<file path="config.mk">
export PLATFORM = sky130hd
export DESIGN_NAME = ring_nearest_slot_search_unit
export DESIGN_NICKNAME = d
export VERILOG_FILES = /design/src/rtl/rnss_pkg.sv /design/src/rtl/rnss_ram.sv /design/src/rtl/ring_nearest_slot_search_unit.sv
export SDC_FILE = /design/constraint.sdc
export NUM_CORES = 1
export LEC_CHECK = 0
export BUFFER_PORTS_ARGS = -buffer_cell sky130_fd_sc_hd__buf_2
export CORE_MARGIN = 5
export CORE_UTILIZATION = 60
export DETAILED_ROUTE_END_ITERATION = 10
export GPL_ROUTABILITY_DRIVEN = 0
export GPL_TIMING_DRIVEN = 0
export HOLD_SLACK_MARGIN = 0.05
export PLACE_DENSITY = 0.82
export SYNTH_ARGS = -nofsm -noshare
export SYNTH_HDL_FRONTEND = slang
export SYNTH_SLANG_ARGS = --single-unit
</file>
<file path="constraint.sdc">
create_clock -name clk_i -period 9.2 [get_ports clk_i]
set_input_delay 0 -clock clk_i [delete_from_list [all_inputs] [get_ports clk_i]]
set_output_delay 0 -clock clk_i [all_outputs]
set_load 0.01 [all_outputs]
</file>
<file path="src/rtl/rnss_pkg.sv">
// Shared types and constants of the ring nearest-slot search unit.
package rnss_pkg;

  // Width of the ring size register and its value after reset.
  localparam int unsigned RING_W     = 4;
  localparam logic [RING_W-1:0] RING_RESET = 4'd5;

  // Key width and result field widths.
  localparam int unsigned KEY_W    = 64;
  localparam int unsigned SLOT_W   = 3;
  localparam int unsigned STEPS_W  = 3;
  localparam int unsigned STATUS_W = 2;

  // Operation codes.
  localparam logic OP_PARK = 1'b0;
  localparam logic OP_TAKE = 1'b1;

  // Status codes.
  localparam logic [STATUS_W-1:0] ST_DONE    = 2'd0;
  localparam logic [STATUS_W-1:0] ST_FULL    = 2'd1;
  localparam logic [STATUS_W-1:0] ST_MISSING = 2'd2;

  // Input transaction payload.
  typedef struct packed {
    logic             op;
    logic [KEY_W-1:0] card_key;
  } in_t;

  // Result transaction payload.
  typedef struct packed {
    logic [SLOT_W-1:0]   slot_index;
    logic                clockwise;
    logic [STEPS_W-1:0]  steps;
    logic [STATUS_W-1:0] status;
  } out_t;

endpackage

</file>
<file path="src/rtl/rnss_ram.sv">
// Generic simple dual-port RAM with one write port and a registered read port.
module rnss_ram #(
  parameter int unsigned WIDTH = 64,
  parameter int unsigned DEPTH = 8
) (
  input  logic                     clk_i,
  input  logic                     we_i,
  input  logic [$clog2(DEPTH)-1:0] waddr_i,
  input  logic [WIDTH-1:0]         wdata_i,
  input  logic                     re_i,
  input  logic [$clog2(DEPTH)-1:0] raddr_i,
  output logic [WIDTH-1:0]         rdata_o
);

  logic [WIDTH-1:0] mem_q [DEPTH];
  logic [WIDTH-1:0] rdata_q;

  // Write port and registered read port.
  always_ff @(posedge clk_i) begin
    if (we_i) begin
      mem_q[waddr_i] <= wdata_i;
    end
    if (re_i) begin
      rdata_q <= mem_q[raddr_i];
    end
  end

  assign rdata_o = rdata_q;

endmodule

</file>
<file path="src/rtl/ring_nearest_slot_search_unit.sv">
// Top level of the ring nearest-slot search unit: sequencer, slot flags and key RAM.
//
//   Channel | Direction | Handshake                 | Payload
//   --------+-----------+---------------------------+-------------------------------
//   in      | input     | in_valid_i / in_ready_o   | in_data_i  (op, card_key)
//   out     | output    | out_valid_o / out_ready_i | out_data_o (slot, dir, steps, status)
//   cfg     | input     | cfg_valid_i / cfg_ready_o | cfg_data_i (slots_in_use)
//
// An input transaction is taken in IDLE. NORM then subtracts the ring size from the current
// position until it lies inside the ring (no subtraction unless the ring was shrunk), and SCAN
// visits the slots one a cycle through the key RAM read port, clockwise then anticlockwise at
// each distance, until a slot matches or every slot of the ring has been visited. DONE then
// loads the result into the output register, and in_ready_o rises together with out_valid_o.
// Reset clears all occupied flags, the position and the output; the key RAM needs no
// clearing. A waiting result does not block the next transaction; only its DONE state
// waits for the output register to free up.
module ring_nearest_slot_search_unit
  import rnss_pkg::*;
#(
  parameter int unsigned SLOT_COUNT = 8
) (
  input  logic              clk_i,
  input  logic              rst_ni,
  input  logic              in_valid_i,
  output logic              in_ready_o,
  input  in_t               in_data_i,
  output logic              out_valid_o,
  input  logic              out_ready_i,
  output out_t              out_data_o,
  input  logic              cfg_valid_i,
  output logic              cfg_ready_o,
  input  logic [RING_W-1:0] cfg_data_i
);

  localparam int unsigned IDX_W = $clog2(SLOT_COUNT);
  localparam int unsigned SZ_W  = (IDX_W > RING_W) ? IDX_W : RING_W;

  typedef enum logic [1:0] {
    IDLE,
    NORM,
    SCAN,
    DONE
  } state_e;

  // Control registers.
  state_e              state_q, state_d;
  logic [RING_W-1:0]   ring_cfg_q, ring_cfg_d;
  logic [SLOT_COUNT-1:0] occ_q, occ_d;
  logic [IDX_W-1:0]    cur_pos_q, cur_pos_d;
  logic                out_valid_q, out_valid_d;
  out_t                out_data_q, out_data_d;
  logic                more_q, more_d;
  logic                p_valid_q, p_valid_d;

  // Datapath registers.
  logic                op_q, op_d;
  logic [KEY_W-1:0]    key_q, key_d;
  logic [IDX_W-1:0]    pos_q, pos_d;
  logic [IDX_W-1:0]    cw_idx_q, cw_idx_d;
  logic [IDX_W-1:0]    acw_idx_q, acw_idx_d;
  logic [RING_W-1:0]   dist_q, dist_d;
  logic                cand_acw_q, cand_acw_d;
  logic [IDX_W-1:0]    p_idx_q, p_idx_d;
  logic                p_cw_q, p_cw_d;
  logic [RING_W-1:0]   p_dist_q, p_dist_d;
  logic                found_q, found_d;
  logic [IDX_W-1:0]    res_idx_q, res_idx_d;
  logic                res_cw_q, res_cw_d;
  logic [RING_W-1:0]   res_dist_q, res_dist_d;

  // Key RAM ports.
  logic                ram_we;
  logic                ram_re;
  logic [IDX_W-1:0]    ram_raddr;
  logic [KEY_W-1:0]    ram_rdata;

  logic [RING_W-1:0]   ring_n;
  logic [SZ_W-1:0]     ring_ext;
  logic                hit;

  // Effective ring size: zero acts as one, larger than the slot count is clamped.
  always_comb begin
    if (ring_cfg_q == '0) begin
      ring_n = RING_W'(1);
    end else if (32'(ring_cfg_q) > SLOT_COUNT) begin
      ring_n = RING_W'(SLOT_COUNT);
    end else begin
      ring_n = ring_cfg_q;
    end
  end

  assign ring_ext = SZ_W'(ring_n);

  // The slot compared this cycle satisfies the search.
  assign hit = p_valid_q &&
               ((op_q == OP_PARK) ? !occ_q[p_idx_q]
                                  : (occ_q[p_idx_q] && (ram_rdata == key_q)));

  // Sequencer next-state logic.
  always_comb begin
    state_d     = state_q;
    ring_cfg_d  = ring_cfg_q;
    occ_d       = occ_q;
    cur_pos_d   = cur_pos_q;
    out_valid_d = out_valid_q;
    out_data_d  = out_data_q;
    more_d      = more_q;
    p_valid_d   = p_valid_q;
    op_d        = op_q;
    key_d       = key_q;
    pos_d       = pos_q;
    cw_idx_d    = cw_idx_q;
    acw_idx_d   = acw_idx_q;
    dist_d      = dist_q;
    cand_acw_d  = cand_acw_q;
    p_idx_d     = p_idx_q;
    p_cw_d      = p_cw_q;
    p_dist_d    = p_dist_q;
    found_d     = found_q;
    res_idx_d   = res_idx_q;
    res_cw_d    = res_cw_q;
    res_dist_d  = res_dist_q;
    ram_we      = 1'b0;
    ram_re      = 1'b0;
    ram_raddr   = cand_acw_q ? acw_idx_q : cw_idx_q;

    // Configuration write.
    if (cfg_valid_i) begin
      ring_cfg_d = cfg_data_i;
    end

    // The output register empties when its transaction completes.
    if (out_valid_q && out_ready_i) begin
      out_valid_d = 1'b0;
    end

    case (state_q)
      IDLE: begin
        if (in_valid_i) begin
          op_d    = in_data_i.op;
          key_d   = in_data_i.card_key;
          pos_d   = cur_pos_q;
          state_d = NORM;
        end
      end

      // Bring the start position into the ring, one subtraction a cycle.
      NORM: begin
        if (SZ_W'(pos_q) >= ring_ext) begin
          pos_d = IDX_W'(SZ_W'(pos_q) - ring_ext);
        end else begin
          cw_idx_d   = pos_q;
          acw_idx_d  = pos_q;
          dist_d     = '0;
          cand_acw_d = 1'b0;
          more_d     = 1'b1;
          p_valid_d  = 1'b0;
          state_d    = SCAN;
        end
      end

      // Issue one slot read a cycle and compare the slot read the cycle before.
      SCAN: begin
        if (hit) begin
          found_d    = 1'b1;
          res_idx_d  = p_idx_q;
          res_cw_d   = p_cw_q;
          res_dist_d = p_dist_q;
          p_valid_d  = 1'b0;
          more_d     = 1'b0;
          state_d    = DONE;
        end else if (!more_q && !p_valid_q) begin
          found_d = 1'b0;
          state_d = DONE;
        end else begin
          p_valid_d = more_q;
          p_idx_d   = ram_raddr;
          p_cw_d    = !cand_acw_q;
          p_dist_d  = dist_q;
          ram_re    = more_q;
          if (more_q) begin
            if (!cand_acw_q) begin
              cand_acw_d = 1'b1;
            end else begin
              cand_acw_d = 1'b0;
              dist_d     = dist_q + RING_W'(1);
              if (SZ_W'(cw_idx_q) + SZ_W'(1) == ring_ext) begin
                cw_idx_d = '0;
              end else begin
                cw_idx_d = cw_idx_q + IDX_W'(1);
              end
              if (acw_idx_q == '0) begin
                acw_idx_d = IDX_W'(ring_ext - SZ_W'(1));
              end else begin
                acw_idx_d = acw_idx_q - IDX_W'(1);
              end
              if (SZ_W'(dist_q) + SZ_W'(1) == ring_ext) begin
                more_d = 1'b0;
              end
            end
          end
        end
      end

      // Commit the slot change and load the result once the output register is free.
      DONE: begin
        if (!out_valid_q || out_ready_i) begin
          out_valid_d = 1'b1;
          if (found_q) begin
            out_data_d.slot_index = SLOT_W'(res_idx_q);
            out_data_d.clockwise  = res_cw_q;
            out_data_d.steps      = res_dist_q[STEPS_W-1:0];
            out_data_d.status     = ST_DONE;
            cur_pos_d             = res_idx_q;
            occ_d[res_idx_q]      = (op_q == OP_PARK);
            ram_we                = (op_q == OP_PARK);
          end else begin
            out_data_d.slot_index = SLOT_W'(pos_q);
            out_data_d.clockwise  = 1'b0;
            out_data_d.steps      = '0;
            out_data_d.status     = (op_q == OP_PARK) ? ST_FULL : ST_MISSING;
          end
          state_d = IDLE;
        end
      end

      default: begin
        state_d = IDLE;
      end
    endcase
  end

  // State, control flags and registered outputs.
  always_ff @(posedge clk_i or negedge rst_ni) begin
    if (!rst_ni) begin
      state_q     <= IDLE;
      ring_cfg_q  <= RING_RESET;
      occ_q       <= '0;
      cur_pos_q   <= '0;
      out_valid_q <= 1'b0;
      out_data_q  <= '0;
      more_q      <= 1'b0;
      p_valid_q   <= 1'b0;
    end else begin
      state_q     <= state_d;
      ring_cfg_q  <= ring_cfg_d;
      occ_q       <= occ_d;
      cur_pos_q   <= cur_pos_d;
      out_valid_q <= out_valid_d;
      out_data_q  <= out_data_d;
      more_q      <= more_d;
      p_valid_q   <= p_valid_d;
    end
  end

  // Datapath registers need no reset.
  always_ff @(posedge clk_i) begin
    op_q       <= op_d;
    key_q      <= key_d;
    pos_q      <= pos_d;
    cw_idx_q   <= cw_idx_d;
    acw_idx_q  <= acw_idx_d;
    dist_q     <= dist_d;
    cand_acw_q <= cand_acw_d;
    p_idx_q    <= p_idx_d;
    p_cw_q     <= p_cw_d;
    p_dist_q   <= p_dist_d;
    found_q    <= found_d;
    res_idx_q  <= res_idx_d;
    res_cw_q   <= res_cw_d;
    res_dist_q <= res_dist_d;
  end

  // Stored keys, one entry per slot.
  rnss_ram #(
    .WIDTH (KEY_W),
    .DEPTH (SLOT_COUNT)
  ) u_key_ram (
    .clk_i   (clk_i),
    .we_i    (ram_we),
    .waddr_i (res_idx_q),
    .wdata_i (key_q),
    .re_i    (ram_re),
    .raddr_i (ram_raddr),
    .rdata_o (ram_rdata)
  );

  assign in_ready_o  = (state_q == IDLE);
  assign cfg_ready_o = 1'b1;
  assign out_valid_o = out_valid_q;
  assign out_data_o  = out_data_q;

endmodule
</file>
# ---- After elaboration in Yosys (flattened, before gate mapping)
# Memory sizes are Yosys's and may differ from the RTL's. A register that Yosys moved wholly into a read port is not among the register bits.
# Index checks and enable logic that the tools add are counted.
dict set report totals {
  regBits 123
  ram_bits 512
  inputBits 74
  output_inout_bits 12
  wordCells 151
  memories 1
}
dict set report op_classes {
  addsub 6
  n_lt_le_gt_ge 5
  n_eq_ne 16
  n_mux 67
  n_bitwise 3
  n_reduce_logical 28
}
# name words width rd rd_clocked_by_memory_dff write_ports line
set mem_list {}
lappend mem_list {u_key_ram.mem_q 8 64 1 1 1 rnss_ram.sv:15} ;# logic [WIDTH-1:0] mem_q [DEPTH];
# cell count
set op_table {}
lappend op_table {{$eq A64 B64 Y1} 1}
lappend op_table {{$mux W3} 14}
lappend op_table {{$mux W1} 28}
lappend op_table {{$mux W4} 7}
lappend op_table {{$pmux W3 S2} 3}
lappend op_table {{$ne A2 B2 Y1 const B} 8}
lappend op_table {{$mux W2} 6}
lappend op_table {{$reduce_and A3 Y1} 4}
lappend op_table {{$mux W9} 1}
lappend op_table {{$bwmux W8} 1}
lappend op_table {{$eq A4 B4 Y1} 2}
lappend op_table {{$lt A3 B4 Y1 const B} 2}
lappend op_table {{$pmux W2 S4} 1}
lappend op_table {{$pmux W4 S2} 1}
lappend op_table {{$reduce_and A2 Y1} 4}
lappend op_table {{$ne A3 B3 Y1 const B} 2}
lappend op_table {{$pmux W1 S2} 3}
lappend op_table {{$reduce_and A6 Y1} 1}
lappend op_table {{$reduce_bool A2 Y1} 3}
lappend op_table {{$sub A3 B1 Y3 const B} 2}
lappend op_table {{$logic_and A1 B1 Y1} 5}
lappend op_table {{$logic_not A1 Y1} 5}
lappend op_table {{$reduce_and A5 Y1} 1}
lappend op_table {{$add A3 B1 Y4 const B} 1}
lappend op_table {{16 further kinds} 19}

# ---- Depth between registers and ports, before layout
dict set report depth {
  ltp_word 10
  ltp_mapped 12
  mapped_depth_nobuf 11
}

# ---- Cells and area by module
# A second synthesis with hierarchy kept.
dict set report hier_totals {
  hier_cells 1216
  hier_area_um2 26714.4
}
# module n_inst cells_per_inst area_per_inst_um2 seq_area_each_um2
set modules_own_cells {}
lappend modules_own_cells {rnss_ram 1 816 21187.8 17296.6}
lappend modules_own_cells {ring_nearest_slot_search_unit 1 400 5526.6 3550.9}

# ---- Least setup slack after synthesis
# OpenSTA, ideal clock, no wires.
dict set report synth_timing {
  kind {register to register}
  startpoint {register state_q[0]}
  endpoint {memory u_key_ram.mem_q[0][0] (enable)}
  setup_ns 0.566
  t_arrival_ns 5.789
  required_time_ns 8.634
  slack_ns 2.845
  path_stages_with_launch 7
  n_path_buf 1
  synth_period_minus_slack_ns 6.355
  cell_sequence {dfrtp_1 ha_1 and2_1 clkbuf_1 nand2_1 or3_1 nor3_1}
}
dict set report synth_between {
  elab_chain_len 4
}
# element line
set synth_lines {}
lappend synth_lines {{start, declared} ring_nearest_slot_search_unit.sv:46} ;# state_e state_q, state_d;
lappend synth_lines {{start signal, assigned} ring_nearest_slot_search_unit.sv:245} ;# state_q <= state_d;
lappend synth_lines {{$eq A2 B2 Y1} ring_nearest_slot_search_unit.sv:137} ;# case (state_q)
lappend synth_lines {{$mux W1} ring_nearest_slot_search_unit.sv:137}
lappend synth_lines {{$mux W1} rnss_ram.sv:20} ;# if (we_i) begin
lappend synth_lines {{$mux W1 (implied by the code)} rnss_ram.sv:21} ;# mem_q[waddr_i] <= wdata_i;
lappend synth_lines {{end, declared} rnss_ram.sv:15}
# No other way between the ends.

# ---- Worst setup path after layout
dict set report layout_timing {
  startpoint {register key_q[62]}
  endpoint {register u_key_ram.rdata_q[29] (netlist: u_key_ram.rdata_o[29]), read port of u_key_ram.mem_q (enable)}
}
dict set report layout_between {
  elab_chain_len 6
}
# element line
set layout_lines {}
lappend layout_lines {{start, declared} ring_nearest_slot_search_unit.sv:57} ;# logic [KEY_W-1:0] key_q, key_d;
lappend layout_lines {{start signal, assigned} ring_nearest_slot_search_unit.sv:259} ;# key_q <= key_d;
lappend layout_lines {{$eq A64 B64 Y1} ring_nearest_slot_search_unit.sv:97} ;# : (occ_q[p_idx_q] && (ram_rdata == key_q)));
lappend layout_lines {{$logic_and A1 B1 Y1} ring_nearest_slot_search_unit.sv:97}
lappend layout_lines {{$mux W1} ring_nearest_slot_search_unit.sv:96} ;# ((op_q == OP_PARK) ? !occ_q[p_idx_q]
lappend layout_lines {{$logic_and A1 B1 Y1} ring_nearest_slot_search_unit.sv:95} ;# assign hit = p_valid_q &&
lappend layout_lines {{net hit} ring_nearest_slot_search_unit.sv:79} ;# logic hit;
lappend layout_lines {{$mux W1} ring_nearest_slot_search_unit.sv:164} ;# if (hit) begin
lappend layout_lines {{$mux W1} ring_nearest_slot_search_unit.sv:137}
lappend layout_lines {{net ram_re} ring_nearest_slot_search_unit.sv:73} ;# logic ram_re;
lappend layout_lines {{end, declared} rnss_ram.sv:16} ;# logic [WIDTH-1:0] rdata_q;
# The timed path passes the listed nets, and every way through them passes these cells.
# A chain may end at the register's enable or synchronous reset.

==> reports/metrics.cfg <==
[floorplanning]
rows=78
ioPinCount=86
die_x_microns=223
fp.coreArea_sq_um=45200
die_h_microns=223
dieArea_sq_um=49900
initial_utilization=0.604

[route]
drtAntennaViolNets=0
viasPerCell=5.98
dr.first_iter.drc_count=2325
num_vias=17791
first_pass_iters=8
drc=0
routedWlPerCell_microns=22.2
drt_wl_total_mm=65.9

[pwr]
swShare=0.381
total_power_mw=11.0
pwr-share-seq=0.401
p_sw_mw=4.21
intPower_mw=6.84
worst_ir_drop_vdd_v=0.000335
leakagePower_nw=11.5
power_density_nw_per_um2=344
clockPowerShare=0.248
p_comb_frac=0.351

[global_route]
grt_pass1_wl_mm=101
track_usage=0.263
antenna_found_initial=0
grt_pass1_vias=18053
grt_max_degree=37
grt_remaining_overflow=0

[synth]
synth-seq-area-share=0.764
synthXorXnorAreaFrac=0.0244
synth-seq-cells=699
synth_top_family_by_area=simple AND/OR/NAND/NOR gates
synth_top_cell_area_share=0.737
synth_warnings=0
ys_async_sr_fraction=0.0415
synth_compound_area_frac=0.0211
synth.area.top_cells=edfxtp_1 (74%), nand2_1 (8.3%), nand3_1 (6.1%)
yosys.area_share.simple=0.159
synth.most_common_cell=edfxtp_1
synth_commonest_cells=edfxtp_1 (670), nand2_1 (604), nand3_1 (331)
yosysUniqueCellTypes=46
synth_area_sq_um=27300
synth_fa_ha_area_frac=0.00532
synth_top_flop_cell=edfxtp_1
syn_inst=2048
yosysTopAreaCell=edfxtp_1
avgSynthCellArea_sq_um=13.3
synth_edf_count=670
synth_mux_area_frac=0.00857
synth_nets=2133

[critical_path]
r2r_end=u_key_ram.rdata_o[29]$_DFFE_PP_
critPathLaunchType=flop
r2r_slack_ns=5.74
crit_fanout=22
r2r_start=key_q[62]$_DFFE_PP_
crit_family=simple AND/OR/NAND/NOR gates
slowest_delay_ns=0.54
crit_buf_inv=3
worst_path_max_delay_cell=edfxtp_1
critical_path_class=flop to flop
cp-end-kind=flop
path_cells=xnor2_1 > nand4_1 > nor4_1 > nand3_1 > o21ai_0 > and2_1 > buf_2 > nor2_4 > buf_16 > buf_12
reg2reg_depth=10
cp_data_required_time_ns=9.55
crit_arrival_ns=3.81

[timing]
hold_violations=0
final-setup-viol-count=0
period_needed_ns=3.46
drv_slew=0
clock-skew-final_ns=0.0194
fin_crit_sh=0.376
max_freq_mhz=289
worst_pin_slew_ns=1.09
slew_headroom=0.270
rsz0062_at_grt=false

[min_path]
min_path_type=primary input to flop
hold_start=in_data_i[28]
holdPathStages=2
hold_end=key_q[28]$_DFFE_PP_

[cts]
cts-root-buf=clkbuf_16
cts_tree=built
path_clk_slew_ns=0.06
h-tree-depth=3
cts_made_buffers=69
cts_sinks=699
cts.path.max_buffers=3
worstSkewPairLatency_ns=0.61

[placed_design]
dp_hpwl_mm=41.7
io_buffers=84
dpl_cell_area_sq_um=29100

[finish]
post-route-cell-area_sq_um=32100
antennaDiodeCount=0
drive_gt1_frac=0.103
area_growth_pct=17.6
layout.nets=2405

[flow_run]
drv_cap=0

[run_status]
status=finished clean

==> cell type report <==
type	instances	area, sq um
plain buffers	111	429
clock buffers	94	1820
clock inverters	31	352
fillers	2756	13100
inverters	15	56.3
multi-input cells	1223	6020
flip-flops and latches	699	20800
well taps	600	751
repair buffers	201	1810
==> power by group through the flow <==
stage	Clock (mW)	Combinational, mW	Sequential, mW
global route	2.91	4.22	4.46
floorplan	0	2.38	4.41
detailed placement	0	3.74	4.48
global placement	0	3.51	4.49
CTS	2.75	3.83	4.42
finish	2.74	3.88	4.42
==> what timing repair did <==
| action | in CTS | in global routing |
|---|---|---|
| endpoints found under the hold margin | 137 | 0 |
| gates resized for setup | 0 | 0 |
| setup buffers | 0 | 0 |
| hold buffers | 78 | 0 |
==> metrics by stage <==
step                hold WS (ns)  setup WS (ns)  cells   util  setup TNS [ns]
global route              0.0918           5.50   2974  0.710               0
global placement          0.0517         -0.617   2732  0.630          -98.44
CTS                       0.0695           5.76   2974  0.710               0
floorplan                 -0.296           2.85   2048      -               0
finish                    0.0978           5.74   2974  0.710               0
detailed placement        0.0652           5.79   2771  0.645               0
==> registers in the layout (all words and copies together), names as in the netlist, 4 cells and up <==
| signal | cells |
|---|---|
| out_data_o | 9 |
| ring_cfg_q | 4 |
| u_key_ram.mem_q | 512 |
| u_key_ram.rdata_o | 64 |
| dist_q | 4 |
| occ_q | 8 |
| key_q | 64 |
==> how the worst max path moves through the flow <==
| stage | start | to | depth (start not counted) | slack (ns) |
|---|---|---|---|---|
| 2_1_floorplan | state_q[0]$_DFFE_PN0P_ | u_key_ram.mem_q[0][0]$_DFFE_PP_ | 6 | 2.85 |
| 3_3_place_gp | state_q[0]$_DFFE_PN0P_ | u_key_ram.mem_q[0][28]$_DFFE_PP_ | 6 | -0.62 |
| 3_5_place_dp | state_q[0]$_DFFE_PN0P_ | u_key_ram.mem_q[4][27]$_DFFE_PP_ | 11 | 5.79 |
| 4_1_cts | state_q[1]$_DFFE_PN0P_ | u_key_ram.mem_q[4][34]$_DFFE_PP_ | 11 | 5.76 |
| 5_1_grt | state_q[1]$_DFFE_PN0P_ | u_key_ram.mem_q[4][34]$_DFFE_PP_ | 11 | 5.50 |
| 6_report | key_q[62]$_DFFE_PP_ | u_key_ram.rdata_o[29]$_DFFE_PP_ | 10 | 5.74 |
==> layer usage <==
metal  part of all wire  up-vias  GRT usage
met5                  0        -          0
met4              0.043        0      0.112
met3               0.10      186     0.0495
met2               0.49     1055      0.437
met1               0.37     8670      0.346
li1                   -     7880          -
==> logic make-up after synthesis <==
| logic type | count (synthesis) |
|---|---|
| AOI/OAI and AO/OA | 108 |
| DFF | 699 |
| muxes | 19 |
| buffers and inverters | 126 |
| xor gates and xnor gates | 76 |
| and+or+nand+nor | 1008 |
| adders and majority gates | 11 |
| other | 1 |
==> cell usage in the layout, fill, tap and decap left out, drive strengths merged, types with 2 or more instances in the layout <==
master,instances
dfrtp,27
xor2,14
dfstp,2
o31ai,4
nor4,5
a21oi,7
nand4,17
ha,10
bufinv,5
mux2i,8
edfxtp,670
o21ai,87
nand2,604
nor2b,2
nand3,331
inv,18
clkinv,20
and2,5
buf,135
mux4,2
or2,3
nor3,8
nor2,19
mux2,9
xnor2,62
o22ai,4
nand2b,9
clkbuf,194
dlygate4sd3,77
clkinvlp,3
Power figures use the tool's default switching activity.
